===== src/ilir_pkg.sv =====
// Shared types and constants for the indexed list with shifting insert and remove.
`timescale 1ns / 1ps

package ilir_pkg;

    localparam int CAPACITY = 64;
    localparam int CNT_W    = $clog2(CAPACITY + 1);
    localparam int IDX_W    = $clog2(CAPACITY);
    localparam int DATA_W   = 32;
    localparam int MODE_W   = 3;
    localparam int STAT_W   = 2;

    localparam int IN_FIELDS_W  = MODE_W + CNT_W + DATA_W;
    localparam int IN_TDATA_W   = ((IN_FIELDS_W + 7) / 8) * 8;
    localparam int OUT_FIELDS_W = DATA_W + STAT_W + CNT_W + 1;
    localparam int OUT_TDATA_W  = ((OUT_FIELDS_W + 7) / 8) * 8;

    typedef enum logic [MODE_W-1:0] {
        MODE_APPEND    = 3'd0,
        MODE_INSERT    = 3'd1,
        MODE_POP_FIRST = 3'd2,
        MODE_REMOVE_AT = 3'd3,
        MODE_READ      = 3'd4,
        MODE_WRITE     = 3'd5
    } mode_t;

    typedef enum logic [STAT_W-1:0] {
        ST_OK     = 2'd0,
        ST_BADPOS = 2'd1,
        ST_EMPTY  = 2'd2,
        ST_FULL   = 2'd3
    } status_t;

    // Operation broadcast to every cell of the row.
    typedef enum logic [1:0] {
        OP_NONE   = 2'd0,
        OP_INSERT = 2'd1,
        OP_REMOVE = 2'd2,
        OP_WRITE  = 2'd3
    } cell_op_t;

    typedef struct packed {
        cell_op_t          op;
        logic [CNT_W-1:0]  pos;
        logic [DATA_W-1:0] value;
    } cell_cmd_t;

endpackage


===== src/ilir_cell.sv =====
// One storage cell of the list row; loads from a neighbor, the new value, or holds.
`timescale 1ns / 1ps

module ilir_cell
    import ilir_pkg::*;
(
    input  logic              aclk,
    input  cell_cmd_t         cmd,
    input  logic [CNT_W-1:0]  idx,
    input  logic [DATA_W-1:0] left_data,
    input  logic [DATA_W-1:0] right_data,
    output logic [DATA_W-1:0] data
);

    logic [DATA_W-1:0] data_reg;
    logic [DATA_W-1:0] data_next;

    always_comb begin
        data_next = data_reg;
        case (cmd.op)
            OP_INSERT: begin
                if (idx > cmd.pos) begin
                    data_next = left_data;
                end else if (idx == cmd.pos) begin
                    data_next = cmd.value;
                end
            end
            OP_REMOVE: begin
                if (idx >= cmd.pos) begin
                    data_next = right_data;
                end
            end
            OP_WRITE: begin
                if (idx == cmd.pos) begin
                    data_next = cmd.value;
                end
            end
            default: data_next = data_reg;
        endcase
    end

    always_ff @(posedge aclk) begin
        data_reg <= data_next;
    end

    assign data = data_reg;

endmodule


===== config.mk =====
export PLATFORM = sky130hd
export DESIGN_NAME = ilir_cell
export DESIGN_NICKNAME = d
export VERILOG_FILES = /design/src/ilir_pkg.sv /design/src/ilir_cell.sv
export SDC_FILE = /design/constraint.sdc
export NUM_CORES = 1
export LEC_CHECK = 0
export ABC_AREA = 1
export BUFFER_PORTS_ARGS = -buffer_cell sky130_fd_sc_hd__buf_2
export CAP_MARGIN = 20
export CORE_UTILIZATION = 41
export CTS_CLUSTER_SIZE = 30
export DETAILED_ROUTE_END_ITERATION = 7
export PLACE_DENSITY_LB_ADDON = 0.15
export SLEW_MARGIN = 25
export SYNTH_ARGS = -nofsm -noshare
export SYNTH_HDL_FRONTEND = slang
export SYNTH_SLANG_ARGS = --single-unit

===== constraint.sdc =====
create_clock -name aclk -period 3.6 [get_ports aclk]
set_input_delay 0.9 -clock aclk [delete_from_list [all_inputs] [get_ports aclk]]
set_output_delay 0.9 -clock aclk [all_outputs]
set_load 0.01 [all_outputs]

# After elaboration in Yosys (flattened, before gate mapping)
# Index checks and enable logic that the tools add are counted.
[totals]
elab_cells = 14
inputBits = 113
reg_bits = 32
output_inout_bits = 32
[classes]
mux = 4
eq_ne = 5
reduce_logical = 2
n_lt_le_gt_ge = 2
[op_table]
columns = ["cell", "n"]
rows = [
  ["32-bit two-way mux", 3],
  ["32-bit case mux with 3 select lines", 1],
  ["7-bit == test", 1],
  ["7-bit greater-or-equal comparator", 1],
  ["7-bit > comparator", 1],
  ["2-bit == test, second input constant", 2],
  ["3-bit nonzero test", 1],
  ["2-bit by 1-bit == test with 1-bit output, second input constant", 1],
  ["2-bit != test, second input constant", 1],
  ["2-bit AND reduction", 1],
]

# Longest topological paths before layout
[logic_depth]
word_depth = 4
depth_mapped = 12
ltp_nobuf = 11

# Least setup slack after synthesis
# OpenSTA, ideal clock, no wires.
[synth_path]
path_kind = "input to register"
start = "input cmd[38] (netlist name)"
end = "register data_reg[0], in the netlist data[0] (enable)"
path_slack_ns = -0.190
setup_time_ns = 0.428
cell_stages = 9
arrival_time_ns = 3.362
path_cell_list = "inv_1 -> ha_1 -> nand2_1 -> nor2_4 -> nand2_2 -> nand2_4 -> buf_6 -> nor2_1 -> o21bai_1"
[synth_via]
elab_chain_cells = 3
[synth_lines]
columns = ["element", "line_no", "source"]
rows = [
  ["start: declaration", "ilir_cell.sv:8", "input cell_cmd_t cmd,"],
  ["7-bit greater-or-equal comparator", "ilir_cell.sv:29", "if (idx >= cmd.pos) begin"],
  ["2-bit != test (no line)", "n/a", ""],
  ["2-bit AND reduction (no line)", "n/a", ""],
  ["end signal: assignment", "ilir_cell.sv:43", "data_reg <= data_next;"],
  ["end: declaration", "ilir_cell.sv:15", "logic [DATA_W-1:0] data_reg;"],
]
# No other way between the ends.
# A chain may end at the register's enable or synchronous reset.

# Worst setup path after layout
[layout_path]
start = "input cmd[38] (netlist name)"
end = "register data_reg[6], in the netlist data[6] (enable)"
# Same word-level chain as after synthesis.

==> flow_metrics.env <==
export IMPL_rows=28
export IMPL_rsz0062_at_grt="no"
export IMPL_whs_ps=692
export IMPL_period_needed_ps=2550
export IMPL_critical_path_class="in2reg"
export IMPL_largest_reg_flops=32
export IMPL_track_usage=0.209
export IMPL_first_pass_iters=4
export IMPL_slowest_delay_ps=310
export IMPL_overflow=0
export IMPL_tightestPinTransition_ps=968
export IMPL_clkLatencyLatePin_ps=290
export IMPL_drc_errors=0
export IMPL_cts_made_buffers=5
export IMPL_drive_gt1_frac=0.323
export IMPL_final_cell_mix="nand2_1 (200), buf_2 (144), nand3_1 (65), inv_1 (45), edfxtp_1 (32)"
export IMPL_dr_total_vias=2739
export IMPL_worstReg2RegStart="data[23]"
export IMPL_grt_max_degree=35
export IMPL_netlist_area_sq_um=2570
export IMPL_routed_via_density=4.60
export IMPL_reg2regPathDepth=4
export IMPL_cp_slowest_cell="nand2_4"
export IMPL_hold_path_class="reg2reg"
export IMPL_hold_buffers=0
export IMPL_layout_commonest_cell="nand2_1"
export IMPL_maxCapViolations=0
export IMPL_initial_core_util=0.429
export IMPL_core_region_area_sq_um=5990
export IMPL_finalWirelength_microns=6780
export IMPL_postRouteAntennaNets=0
export IMPL_antenna_cells=0
export IMPL_dpl_hpwl_microns=4830
export IMPL_clock_sinks=32
export IMPL_clk_pin_slew_ps=70
export IMPL_ios=145
export IMPL_rrSetupSlack_ps=2630
export IMPL_synth_cell_types=18
export IMPL_r2r_end="data[23]"
export IMPL_yosysWarnings=0
export IMPL_crit_arrival_ps=2530
export IMPL_start_kind="primary input"
export IMPL_htree_num_levels=2
export IMPL_wl_per_cell_microns=11.4
export IMPL_avgSynthCellArea_sq_um=6.69
export IMPL_cts_resized=0
export IMPL_holdPathEnd="data[4]"
export IMPL_required_ps=3580
export IMPL_ir_worst_vdd_v=0.000159
export IMPL_die_h_microns=81.2
export IMPL_clock_skew_ps=0
export IMPL_syn_nets=504
export IMPL_postSynthCellCount=384
export IMPL_globalplace_congestion=0.786
export IMPL_drtIter0Drc=114
export IMPL_synth_seq_area_share=0.374
export IMPL_fin_setup_tns_ps=0
export IMPL_slew_violations=0
export IMPL_cts_setup_buffers=0
export IMPL_die_area_sq_um=6590
export IMPL_cts_buffer_depth=2
export IMPL_cp_max_fo=34
export IMPL_grt_pass1_wl_microns=10400
export IMPL_grt_pass1_vias=2302
export IMPL_path_buf_inv=3
export IMPL_powerDensity_nw_per_um2=351
export IMPL_cts_root_buf="clkbuf_8"
export IMPL_finalHoldViolCount=0
export IMPL_hp_start="data[4]"
export IMPL_fmax_ghz=0.392
export IMPL_die_x_microns=81.2
export IMPL_cts_tree="done"
export IMPL_outcome="finished clean"
export IMPL_hold_depth=4
export IMPL_setup_viol=0
export IMPL_nFillCells=662
export IMPL_antenna_found_initial=0
export IMPL_relSlewSlack=0.351
export IMPL_io_buffers=144
export IMPL_critical_path_top_delay_family="simple AND/OR/NAND/NOR gates"
export IMPL_power_leakage_nw=1.98
export IMPL_synth_seq_cells=32
export IMPL_nets=639
export IMPL_worstSetupEndpointType="flip-flop"
export IMPL_area_growth_synth_to_final_pct=31.1
export IMPL_cp_cell_sequence="buf_2, inv_1, ha_1, nand2_1, nor2_4, nand2_2, nand2_4, nor2_1, o21bai_4, buf_4"
export IMPL_fin_crit_sh=0.709
[cells in the mapped netlist]
cell type / instances / area (sq um)
clkbuf_1: 3 / 11.3
edfxtp_1: 32 / 961
nor2_1: 1 / 3.75
nand3_1: 65 / 325
nand2_2: 1 / 6.26
a21oi_4: 1 / 16.3
inv_1: 46 / 173
a21oi_2: 1 / 8.76
clkinv_2: 1 / 5.00
buf_6: 9 / 101
a21oi_1: 1 / 5.00
nor2_2: 1 / 6.26
o21bai_1: 1 / 7.51
nand2_4: 3 / 33.8
ha_1: 7 / 87.6
nand2_1: 200 / 751
buf_2: 9 / 45.0
nor2_4: 2 / 22.5
[layer usage]
layer,vias to the layer above,share of wire,GRT usage,wire length [microns]
li1,1464,-,-,-
met1,1178,0.45,0.259,3050
met2,93,0.48,0.371,3270
met3,4,0.060,0.0438,408
met4,0,0.0069,0.0429,47
met5,-,0,0,0
[stage by stage]
step	total power, mW	area, sq um	util	setup WS, ps	instances
after floorplan	0.765	2570	-	483	384
after detailed placement	0.911	3280	0.547	729	587
after global routing	1.26	3370	0.562	902	595
final	1.18	3370	0.562	1050	595
after CTS	1.19	3370	0.562	1030	595
after global placement	0.906	3280	0.547	794	587
[report_power, final]
group | internal [mW] | switching, mW
Clock | 0.137 | 0.145
Combinational | 0.165 | 0.216
Sequential | 0.489 | 0.0319
Total | 0.790 | 0.393
[cells by family after synthesis]
family,Yosys count,synth area share
compound gates,4,0.0146
fa+ha+maj,7,0.0341
flops,32,0.374
buf+inv,68,0.130
simple gates,273,0.447
[final cells by class]
cell class	count	area (sq um)	share of cell area
multi-input cells	284	1280	0.382
clock inverters	3	23.8	0.00706
well taps	75	93.8	0.0279
clock buffers	5	68.8	0.0204
inverters	47	178	0.0527
repair buffers	149	758	0.225
flip-flops and latches	32	961	0.285
[worst register-to-register path, stage by stage (launching register included)]
cell and delay [ps]:
edfxtp_1 420, nand2_1 90, nand2_1 60, nand3_1 80
nand2_1 70
[worst max path at each step]
stage	start	to	cells past startpoint
finish	cmd[38]	data[6]	10
global route	cmd[38]	data[30]	10
global placement	cmd[38]	data[21]	9
detailed placement	cmd[38]	data[10]	10
floorplan	cmd[38]	data[0]	9
CTS	cmd[38]	data[10]	10
Power figures use the tool's default switching activity.
